$ cat src/design/pfe_pkg.sv
`timescale 1ns / 1ps

package pfe_pkg;

    localparam logic [1:0] OP_LOAD  = 2'd0;
    localparam logic [1:0] OP_START = 2'd1;
    localparam logic [1:0] OP_TICK  = 2'd2;

    localparam logic [1:0] ADDR_FADE_STEPS  = 2'd0;
    localparam logic [7:0] FADE_STEPS_RESET = 8'h80;

    typedef logic [15:0] chan_t;
    typedef chan_t [2:0] rgb_acc_t;

    // Channel bits 1..4 go to accumulator bits 11..14, channel bit 0 to bit 10.
    function automatic rgb_acc_t unpack_colour(logic [14:0] colour);
        rgb_acc_t r;
        for (int c = 0; c < 3; c++)
        begin
            r[c] = {1'b0, colour[4*c +: 4], colour[12+c], 10'b0};
        end
        return r;
    endfunction

    function automatic logic [14:0] repack_colour(rgb_acc_t a);
        logic [14:0] r;
        for (int c = 0; c < 3; c++)
        begin
            r[4*c +: 4] = a[c][14:11];
            r[12+c]     = a[c][10];
        end
        return r;
    endfunction

    function automatic chan_t asr7(chan_t v);
        return 16'($signed(v) >>> 7);
    endfunction

endpackage

$ cat src/design/pfe_regs.sv
`timescale 1ns / 1ps

module pfe_regs
    import pfe_pkg::*;
(
    input  logic        clk,
    input  logic        rst_n,
    input  logic        psel,
    input  logic        penable,
    input  logic        pwrite,
    input  logic [1:0]  paddr,
    input  logic [31:0] pwdata,
    output logic [31:0] prdata,
    output logic        pready,
    output logic [7:0]  fade_steps
);

    logic [7:0] fade_steps_reg;
    logic [7:0] fade_steps_next;
    logic       wr_en;

    assign pready = 1'b1;
    assign wr_en  = psel && penable && pwrite && (paddr == ADDR_FADE_STEPS);

    always_comb
    begin
        fade_steps_next = wr_en ? pwdata[7:0] : fade_steps_reg;
    end

    always_ff @(posedge clk or negedge rst_n)
    begin
        if (!rst_n)
        begin
            fade_steps_reg <= FADE_STEPS_RESET;
        end
        else
        begin
            fade_steps_reg <= fade_steps_next;
        end
    end

    always_comb
    begin
        prdata = 32'd0;
        if (paddr == ADDR_FADE_STEPS)
        begin
            prdata = {24'd0, fade_steps_reg};
        end
    end

    assign fade_steps = fade_steps_reg;

endmodule

$ cat src/design/pfe_store.sv
`timescale 1ns / 1ps

module pfe_store
    import pfe_pkg::*;
#(
    parameter int ENTRIES = 24,
    parameter int AW      = 5
)
(
    input  logic          clk,
    input  logic          we,
    input  logic          step_we,
    input  logic [AW-1:0] waddr,
    input  rgb_acc_t      wacc,
    input  rgb_acc_t      wstep,
    input  logic          re,
    input  logic [AW-1:0] raddr,
    output rgb_acc_t      racc,
    output rgb_acc_t      rstep
);

    rgb_acc_t acc_mem  [ENTRIES];
    rgb_acc_t step_mem [ENTRIES];
    rgb_acc_t racc_reg;
    rgb_acc_t rstep_reg;

    always_ff @(posedge clk)
    begin
        if (we)
        begin
            acc_mem[waddr] <= wacc;
        end
        if (step_we)
        begin
            step_mem[waddr] <= wstep;
        end
    end

    // Hold read data until the next read so a stalled entry keeps its operands.
    always_ff @(posedge clk)
    begin
        if (re)
        begin
            racc_reg  <= acc_mem[raddr];
            rstep_reg <= step_mem[raddr];
        end
    end

    assign racc  = racc_reg;
    assign rstep = rstep_reg;

endmodule

$ cat src/design/pfe_alu.sv
`timescale 1ns / 1ps

module pfe_alu
    import pfe_pkg::*;
(
    input  logic     sub,
    input  rgb_acc_t a,
    input  rgb_acc_t b,
    output rgb_acc_t res
);

    always_comb
    begin
        for (int c = 0; c < 3; c++)
        begin
            res[c] = sub ? (a[c] - b[c]) : (a[c] + b[c]);
        end
    end

endmodule

$ cat src/design/palette_fade_engine_core.sv
`timescale 1ns / 1ps

// Linear palette fader for ENTRIES colours (1..32) in the packed 15-bit format. An armed tick
// walks the palette one entry per cycle while the output is not stalled, through one shared
// 3-channel adder fed by the registered read port of the colour store, giving ENTRIES results.
// in_stall is high for the whole walk. A tick while no fade is armed, and opcode 3, give no
// result.
module palette_fade_engine_core
    import pfe_pkg::*;
#(
    parameter int ENTRIES = 24
)
(
    input  logic        clk,
    input  logic        rst_n,
    input  logic        psel,
    input  logic        penable,
    input  logic        pwrite,
    input  logic [1:0]  paddr,
    input  logic [31:0] pwdata,
    output logic [31:0] prdata,
    output logic        pready,
    input  logic        in_valid,
    output logic        in_stall,
    input  logic [1:0]  opcode,
    input  logic [4:0]  entry_index,
    input  logic [14:0] current_colour,
    input  logic [14:0] target_colour,
    output logic        out_valid,
    input  logic        out_stall,
    output logic [4:0]  out_index,
    output logic [14:0] out_colour,
    output logic        last,
    output logic        fade_done
);

    localparam int AW   = (ENTRIES > 1) ? $clog2(ENTRIES) : 1;
    localparam int CNTW = $clog2(ENTRIES + 1);

    logic [7:0]      fade_steps;
    logic            in_accept;
    logic            load_fire;
    logic            start_fire;
    logic            tick_fire;
    logic            issue_fire;
    logic            add_fire;
    logic            add_last;

    logic            run_reg;
    logic            run_next;
    logic            active_reg;
    logic            active_next;
    logic [7:0]      ticks_reg;
    logic [7:0]      ticks_next;
    logic            done_reg;
    logic            done_next;
    logic [CNTW-1:0] issue_cnt_reg;
    logic [CNTW-1:0] issue_cnt_next;
    logic            pend_reg;
    logic            pend_next;
    logic [AW-1:0]   pend_addr_reg;
    logic            out_valid_reg;
    logic            out_valid_next;
    logic [4:0]      out_index_reg;
    logic [14:0]     out_colour_reg;
    logic            last_reg;
    logic            fade_done_reg;

    rgb_acc_t        cur_unp;
    rgb_acc_t        tgt_unp;
    rgb_acc_t        rd_acc;
    rgb_acc_t        rd_step;
    rgb_acc_t        alu_a;
    rgb_acc_t        alu_b;
    rgb_acc_t        alu_res;
    rgb_acc_t        load_step;
    rgb_acc_t        wr_acc;
    logic [AW-1:0]   wr_addr;

    pfe_regs u_regs (
        .clk        (clk),
        .rst_n      (rst_n),
        .psel       (psel),
        .penable    (penable),
        .pwrite     (pwrite),
        .paddr      (paddr),
        .pwdata     (pwdata),
        .prdata     (prdata),
        .pready     (pready),
        .fade_steps (fade_steps)
    );

    assign in_stall   = run_reg;
    assign in_accept  = in_valid && !in_stall;
    assign load_fire  = in_accept && (opcode == OP_LOAD)
                        && ({2'b00, entry_index} < 7'(ENTRIES));
    assign start_fire = in_accept && (opcode == OP_START);
    assign tick_fire  = in_accept && (opcode == OP_TICK) && active_reg;

    assign add_fire   = run_reg && pend_reg && (!out_valid_reg || !out_stall);
    assign issue_fire = run_reg && (issue_cnt_reg != CNTW'(ENTRIES)) && (!pend_reg || add_fire);
    assign add_last   = (pend_addr_reg == AW'(ENTRIES - 1));

    assign cur_unp = unpack_colour(current_colour);
    assign tgt_unp = unpack_colour(target_colour);

    // Share the adder: subtract target minus current on a load, accumulate on a tick.
    assign alu_a = run_reg ? rd_acc  : tgt_unp;
    assign alu_b = run_reg ? rd_step : cur_unp;

    pfe_alu u_alu (
        .sub (!run_reg),
        .a   (alu_a),
        .b   (alu_b),
        .res (alu_res)
    );

    always_comb
    begin
        for (int c = 0; c < 3; c++)
        begin
            load_step[c] = asr7(alu_res[c]);
        end
    end

    assign wr_addr = run_reg ? pend_addr_reg : AW'(entry_index);
    assign wr_acc  = run_reg ? alu_res : cur_unp;

    pfe_store #(
        .ENTRIES (ENTRIES),
        .AW      (AW)
    ) u_store (
        .clk     (clk),
        .we      (load_fire || add_fire),
        .step_we (load_fire),
        .waddr   (wr_addr),
        .wacc    (wr_acc),
        .wstep   (load_step),
        .re      (issue_fire),
        .raddr   (issue_cnt_reg[AW-1:0]),
        .racc    (rd_acc),
        .rstep   (rd_step)
    );

    always_comb
    begin
        run_next       = run_reg;
        active_next    = active_reg;
        ticks_next     = ticks_reg;
        done_next      = done_reg;
        issue_cnt_next = issue_cnt_reg;
        pend_next      = pend_reg;
        out_valid_next = out_valid_reg;

        if (start_fire)
        begin
            ticks_next  = fade_steps;
            active_next = 1'b1;
        end

        if (tick_fire)
        begin
            ticks_next     = ticks_reg - 8'd1;
            done_next      = (ticks_reg == 8'd1);
            active_next    = (ticks_reg != 8'd1);
            run_next       = 1'b1;
            issue_cnt_next = '0;
            pend_next      = 1'b0;
        end

        if (issue_fire)
        begin
            issue_cnt_next = issue_cnt_reg + CNTW'(1);
            pend_next      = 1'b1;
        end
        else if (add_fire)
        begin
            pend_next = 1'b0;
        end

        if (add_fire && add_last)
        begin
            run_next = 1'b0;
        end

        if (add_fire)
        begin
            out_valid_next = 1'b1;
        end
        else if (out_valid_reg && !out_stall)
        begin
            out_valid_next = 1'b0;
        end
    end

    always_ff @(posedge clk or negedge rst_n)
    begin
        if (!rst_n)
        begin
            run_reg       <= 1'b0;
            active_reg    <= 1'b0;
            ticks_reg     <= 8'd0;
            done_reg      <= 1'b0;
            issue_cnt_reg <= '0;
            pend_reg      <= 1'b0;
            out_valid_reg <= 1'b0;
        end
        else
        begin
            run_reg       <= run_next;
            active_reg    <= active_next;
            ticks_reg     <= ticks_next;
            done_reg      <= done_next;
            issue_cnt_reg <= issue_cnt_next;
            pend_reg      <= pend_next;
            out_valid_reg <= out_valid_next;
        end
    end

    always_ff @(posedge clk)
    begin
        if (issue_fire)
        begin
            pend_addr_reg <= issue_cnt_reg[AW-1:0];
        end
        if (add_fire)
        begin
            out_index_reg  <= 5'(pend_addr_reg);
            out_colour_reg <= repack_colour(alu_res);
            last_reg       <= add_last;
            fade_done_reg  <= add_last && done_reg;
        end
    end

    assign out_valid  = out_valid_reg;
    assign out_index  = out_index_reg;
    assign out_colour = out_colour_reg;
    assign last       = last_reg;
    assign fade_done  = fade_done_reg;

endmodule

$ cat config.mk
export PLATFORM = sky130hd
export DESIGN_NAME = palette_fade_engine_core
export DESIGN_NICKNAME = d
export VERILOG_FILES = /design/src/design/pfe_pkg.sv /design/src/design/pfe_regs.sv /design/src/design/pfe_store.sv /design/src/design/pfe_alu.sv /design/src/design/palette_fade_engine_core.sv
export SDC_FILE = /design/constraint.sdc
export NUM_CORES = 2
export LEC_CHECK = 0
export BUFFER_PORTS_ARGS = -buffer_cell sky130_fd_sc_hd__buf_2
export CAP_MARGIN = 20
export CORE_ASPECT_RATIO = 1.2
export CORE_MARGIN = 2
export CORE_UTILIZATION = 40
export CTS_BUF_LIST = sky130_fd_sc_hd__clkbuf_4 sky130_fd_sc_hd__clkbuf_8 sky130_fd_sc_hd__clkbuf_16
export DETAILED_ROUTE_END_ITERATION = 10
export PLACE_DENSITY = 0.58
export SETUP_SLACK_MARGIN = 0.2
export SLEW_MARGIN = 0
export SYNTH_ARGS = -nofsm -noshare
export SYNTH_HDL_FRONTEND = slang
export SYNTH_SLANG_ARGS = --single-unit
export TNS_END_PERCENT = 1
$ cat constraint.sdc
create_clock -name clk -period 4.5 [get_ports clk]
set_clock_uncertainty 0.1 [all_clocks]
set_input_delay 0.45 -clock clk [delete_from_list [all_inputs] [get_ports clk]]
set_output_delay 0.45 -clock clk [all_outputs]
set_load 0.1 [all_outputs]
; ---- After elaboration in Yosys (flattened, before gate mapping)
; Memory sizes are Yosys's and may differ from the RTL's. A register that Yosys moved wholly into a read port is not among the register bits.
; Cells that the tools add are included.
[totals]
mem_bits_ro = 0
output_inout_bits = 57
reg_bits = 53
mem_count = 2
ramBits = 2304
inputBits = 78
latch_bits = 0
wordCells = 85
[op_classes]
reduce_logical = 30
add_sub_neg = 8
bitwise_logic = 0
div_mod_pow = 0
multipliers = 0
shift = 0
muxes = 25
n_lt_le_gt_ge = 1
n_eq_ne = 6
[memory_table]
columns = memory, depth, word_bits, rd, rd_clocked_by_memory_dff, write_ports, line_no
row1 = u_store.acc_mem, 24, 48, 1, 1, 1, pfe_store.sv:22  ; rgb_acc_t acc_mem [ENTRIES];
row2 = u_store.step_mem, 24, 48, 1, 1, 1, pfe_store.sv:23  ; rgb_acc_t step_mem [ENTRIES];
[ops]
columns = op, n
row1 = 2-to-1 mux 48 bit, 3
row2 = adder 16 bit, 3
row3 = 2-to-1 mux 16 bit, 3
row4 = subtractor 16 bit, 3
row5 = 2-to-1 mux 8 bit, 3
row6 = logical AND 1 bit, 16
row7 = 2-to-1 mux 5 bit, 3
row8 = 2-to-1 mux 1 bit, 13
row9 = "== test 8 x 1 -> 1 bit, second input constant", 1
row10 = "inequality test 8 x 1 -> 1 bit, second input constant", 1
row11 = nonzero test 2 bit, 4
row12 = "subtractor 8 x 1 -> 8 bit, second input constant", 1
row13 = "adder 5 x 1 -> 5 bit, second input constant", 1
row14 = "== test 5 bit, second input constant", 1
row15 = "< comparator 5 bit, second input constant", 1
row16 = "inequality test 5 bit, second input constant", 1
row17 = logical NOT 1 bit, 4
row18 = logical NOT 2 bit, 2
row19 = logical OR 1 bit, 3
row20 = nonzero test 3 bit, 1
row21 = "== test 2 x 1 -> 1 bit, second input constant", 1
row22 = "== test 2 bit, second input constant", 1

; ---- Logic depth before layout (Yosys ltp)
[logic_depth]
depth_word = 7
mapped_depth = 13
depth_no_buf = 9

; ---- By module
; Synthesis repeated with hierarchy kept, for this count alone.
[hier_totals]
hier_cells = 5469
hier_area_um2 = 98201.7
[modules_own_cells]
columns = mod, cells_each, n_inst, area_each_um2, seq_area_each_um2
row1 = pfe_store, 4650, 1, 91627.9, 72069.1
row2 = palette_fade_engine_core, 347, 1, 3051.7, 1261.2
row3 = pfe_alu, 419, 1, 2942.8, 0.0
row4 = pfe_regs, 53, 1, 579.3, 201.4

; ---- Worst setup path after synthesis
; Ideal clock, no wire load.
[synth_timing]
kind = register to register
start = reg run_reg, in the netlist in_stall
end = mem u_store.acc_mem[19][0] in the netlist's numbering (enable)
arrival_ns = 4.924
required_ns = 3.946
synth_period_minus_slack_ns = 5.478
setup_ns = 0.454
path_buffers = 1
setup_slack_ns = -0.978
stages_incl_launch_ff = 7
path_cell_list = dfrtp_1 -> buf_6 -> nand2_1 -> a21oi_1 -> or2_2 -> nand2_1 -> nor2_1
[synth_via]
word_cells_on_any_way = 10
classes_between = mux (3) / reduce/logical (7)
[synth_lines]
columns = item, line_no
row1 = "start, declared", palette_fade_engine_core.sv:49  ; logic run_reg;
row2 = "start signal, assigned", palette_fade_engine_core.sv:210  ; run_reg <= run_next;
row3 = logical AND 1 bit (2 in a row), palette_fade_engine_core.sv:100  ; assign add_fire = run_reg && pend_reg && (!out_valid_reg || !out_stall);
row4 = named net add_fire, palette_fade_engine_core.sv:46  ; logic add_fire;
row5 = logical OR 1 bit, palette_fade_engine_core.sv:134  ; .we (load_fire || add_fire),
row6 = 2-to-1 mux 1 bit, pfe_store.sv:29  ; if (we)
row7 = 2-to-1 mux 1 bit (not written as such), pfe_store.sv:31  ; acc_mem[waddr] <= wacc;
row8 = "end, declared", pfe_store.sv:22
; The timed path passes the listed nets, and every way through them passes these cells.

==> results.md <==
- Status: finished clean
- Wire per inst: 28.51 um
- Primary FF master, synth: edfxtp_1
- Critical Path Fanout Max: 32
- Post-synth EDFFs: 1902
- Crit end category: flip-flop
- Largest delay share family, worst path: compound AO/OA/AOI/OAI gates
- DRT iter0 DRCs: 3353
- Measured slew at the worst slew-check pin: 1.093 ns
- CTS H-tree depth: 4
- Max reg flops: 1152
- Port Buffers: 85
- Setup violators final: 0
- Total overflow reported by the global router: 0
- GRT Total Usage: 19.08%
- Buf/Inv on CP: 3
- Post-synthesis cell type count: 73
- Nets: 4081
- Mean area per synthesized cell: 21.00 um2
- Clock buffer count from CTS: 184
- CTS root buffer: clkbuf_16
- CP dominant cell by count: buf_4
- Post-Synthesis Cells: 3670
- Final max-slew violation count: 0
- Hold/Removal Path Class: primary input to asynchronous set/reset pin
- Final non-filler cell area: 88020 um2
- GPL Wtd Cong: 0.8059
- Top-count cell post-synth: edfxtp_1
- R2R Path Start: in_stall$_DFFE_PN0P_
- Sequential share of the synthesized area: 74.97%
- Vias in the first global route: 38.01k
- Commonest cells in the synthesized netlist: 1902 x edfxtp_1, 450 x mux4_2, 231 x mux2i_1, 112 x nor2_1, 107 x a21oi_1
- Slew headroom: 27.10%
- Initial core utilization: 40.22%
- Largest net degree at the start of global routing: 104
- CP required: 4.84 ns
- RSZ-0062 raised after global routing: false
- Vias: 37.41k
- Reg2reg path depth: 10
- Reg2reg end: u_store.acc_mem[6][29]$_DFFE_PP_
- DRC: 0
- Synthesized area: 77050 um2
- I/O pins: 135
- Max Cap Violations: 0
- Fraction of layout cells with a size suffix above 1: 27.54%
- Synth-to-layout area growth: 14.23%
- Placed cell areas: 82050 um2
- Max Fclk: 256.4 MHz
- Min Tclk post-route: 3.901 ns
- Crit Path Category: flip-flop to flip-flop
- Fin Setup TNS: 0 ns
- HPWL after DPL: 102300 um
- Post-synth ARST share: 1.349%
- Startpoint Class: flip-flop
- Period utilization: 86.68%
- Worst Path Arrival: 4.25 ns
- Die area: 196200 um2
- Synth Register Bits: 1928
- Setup slack, reg-to-reg: 0.60 ns
- Bufs on Longest Clock Path: 3
- Std-Cell Rows: 176
- Die Ht: 484.8 um
- Post-synth top area cell: edfxtp_1
- First-pass GRT wire length: 268500 um
- CTS tree: built
- First-pass iteration count of the detailed router: 7
- Share of the synthesized area in the top cell type: 74.12%
- Later-pin clock latency in the skew report: 0.83 ns
- Initial antenna violation count: 24
- Crit-path cells: buf_4, buf_4, nand2_1, inv_1, ha_1, a21o_1, a31o_2, o41ai_2, nor3_1, a2111o_1
- CP Depth: 10
- Core Util, Final: 45.94%
- Crit-path max cell delay: 0.65 ns
- Clock-pin slew on the worst setup and hold paths: 0.06 ns
- Number of vias per cell: 5.679
- Die W: 404.7 um
- Sink Count: 1928
- Ys Warns: 0
- # Post-CTS Setup Buffers: 0
- Final Hold Vio Count: 0
- Final ANT Viol Nets: 0
- # fillers: 15.85k
- Worst hold slack: 0.1076 ns
- Critical-path top delay cell: a2111o_1
- Synth top area cells: edfxtp_1 74%, mux4_2 13%, mux2i_1 3.0%, ha_1 0.88%, a22o_1 0.88%
- Routed WL: 187800 um
- Core area: 191600 um2
## worst max-delay path by stage
stage / start / end / slack (ns)
after CTS: in_stall$_DFFE_PN0P_ / u_store.step_mem[9][39]$_DFFE_PP_ / 0.38
after floorplan: in_stall$_DFFE_PN0P_ / u_store.acc_mem[11][0]$_DFFE_PP_ / -0.25
after global placement: in_stall$_DFFE_PN0P_ / out_colour[11]$_DFFE_PP_ / 0.52
final: in_stall$_DFFE_PN0P_ / u_store.acc_mem[6][29]$_DFFE_PP_ / 0.60
after detailed placement: in_stall$_DFFE_PN0P_ / u_store.step_mem[4][23]$_DFFE_PP_ / 0.39
after global routing: in_stall$_DFFE_PN0P_ / u_store.acc_mem[0][29]$_DFFE_PP_ / 0.31
## per-layer routing
layer  vias up  share of wire, %  track usage, %
met3       257               6.6           3.726
met5         -             0.065               0
li1      15750                 -               -
met2      1181                49           30.86
met1     20200                42           26.50
met4        20               2.2           5.148
## what timing repair did
action / CTS / global route
gates resized for setup: 0 / 0
hold endpoints to repair: 35 / 0
hold buffers: 10 / 0
## layout by cell type (no fill, tap or decap), types with 7 or more instances in the layout
cell	instances
clkinv_2	29
xnor2_1	11
nand2b_1	20
edfxtp_1	1902
dfrtp_1	20
nor2_1	61
o211ai_1	15
xnor2_2	10
nor2_4	49
xor2_2	7
o31ai_1	9
mux2i_1	231
buf_2	85
clkbuf_16	187
mux2_2	27
nor3_1	10
clkinvlp_4	8
nor4_1	7
xor2_1	18
conb_1	25
a21oi_1	106
dlygate4sd3_1	10
ha_1	54
mux4_2	450
inv_1	30
buf_12	47
clkinv_1	44
o21ai_0	49
nand3_1	11
buf_4	127
bufinv_16	7
nand4_1	8
o21a_1	7
nand2_1	66
a21o_1	15
a211oi_1	10
a22o_1	77
and2_1	72
clkbuf_4	43
## cell families (layout without fill, tap and decap cells)
family	Yosys count	after routing	synth area share, %
adders and majority gates	57	57	0.9548
other	2	29	0.009747
xor gates and xnor gates	46	46	0.5229
muxes	708	708	16.55
DFF	1928	1928	74.97
and+or+nand+nor	340	340	2.225
AOI/OAI and AO/OA	348	348	3.134
buffers and inverters	241	640	1.635
## area by class of cell
cell class              instances  area [um2]  area share [%]
clock buffers                 229        4977           5.655
flip-flops and latches       1928       57790           65.65
diodes                          4       10.01         0.01137
inverters                      32       122.6          0.1393
well taps                    2492        3118           3.542
repair buffers                276        2536           2.881
multi-input cells            1524       18660           21.20
clock inverters               103       807.0          0.9169
## worst reg2reg max path, stage by stage, from the launching register on
cell,delay (ns)
dfrtp_4,0.62
buf_4,0.24
buf_4,0.32
nand2_1,0.26
inv_1,0.11
ha_1,0.29
a21o_1,0.22
a31o_2,0.27
o41ai_2,0.37
nor3_1,0.08
a2111o_1,0.65
## per-stage QoR
stage / std cells / worst slack, ns
2_1_floorplan: 3693 / -0.2528
3_3_place_gp: 6231 / 0.5192
3_5_place_dp: 6238 / 0.3915
4_1_cts: 6580 / 0.3768
5_1_grt: 6585 / 0.3137
6_report: 6588 / 0.5995
Power is left out: the tool's default activity adds up to more than one toggle a clock period on the data nets, which glitch-free logic cannot reach.
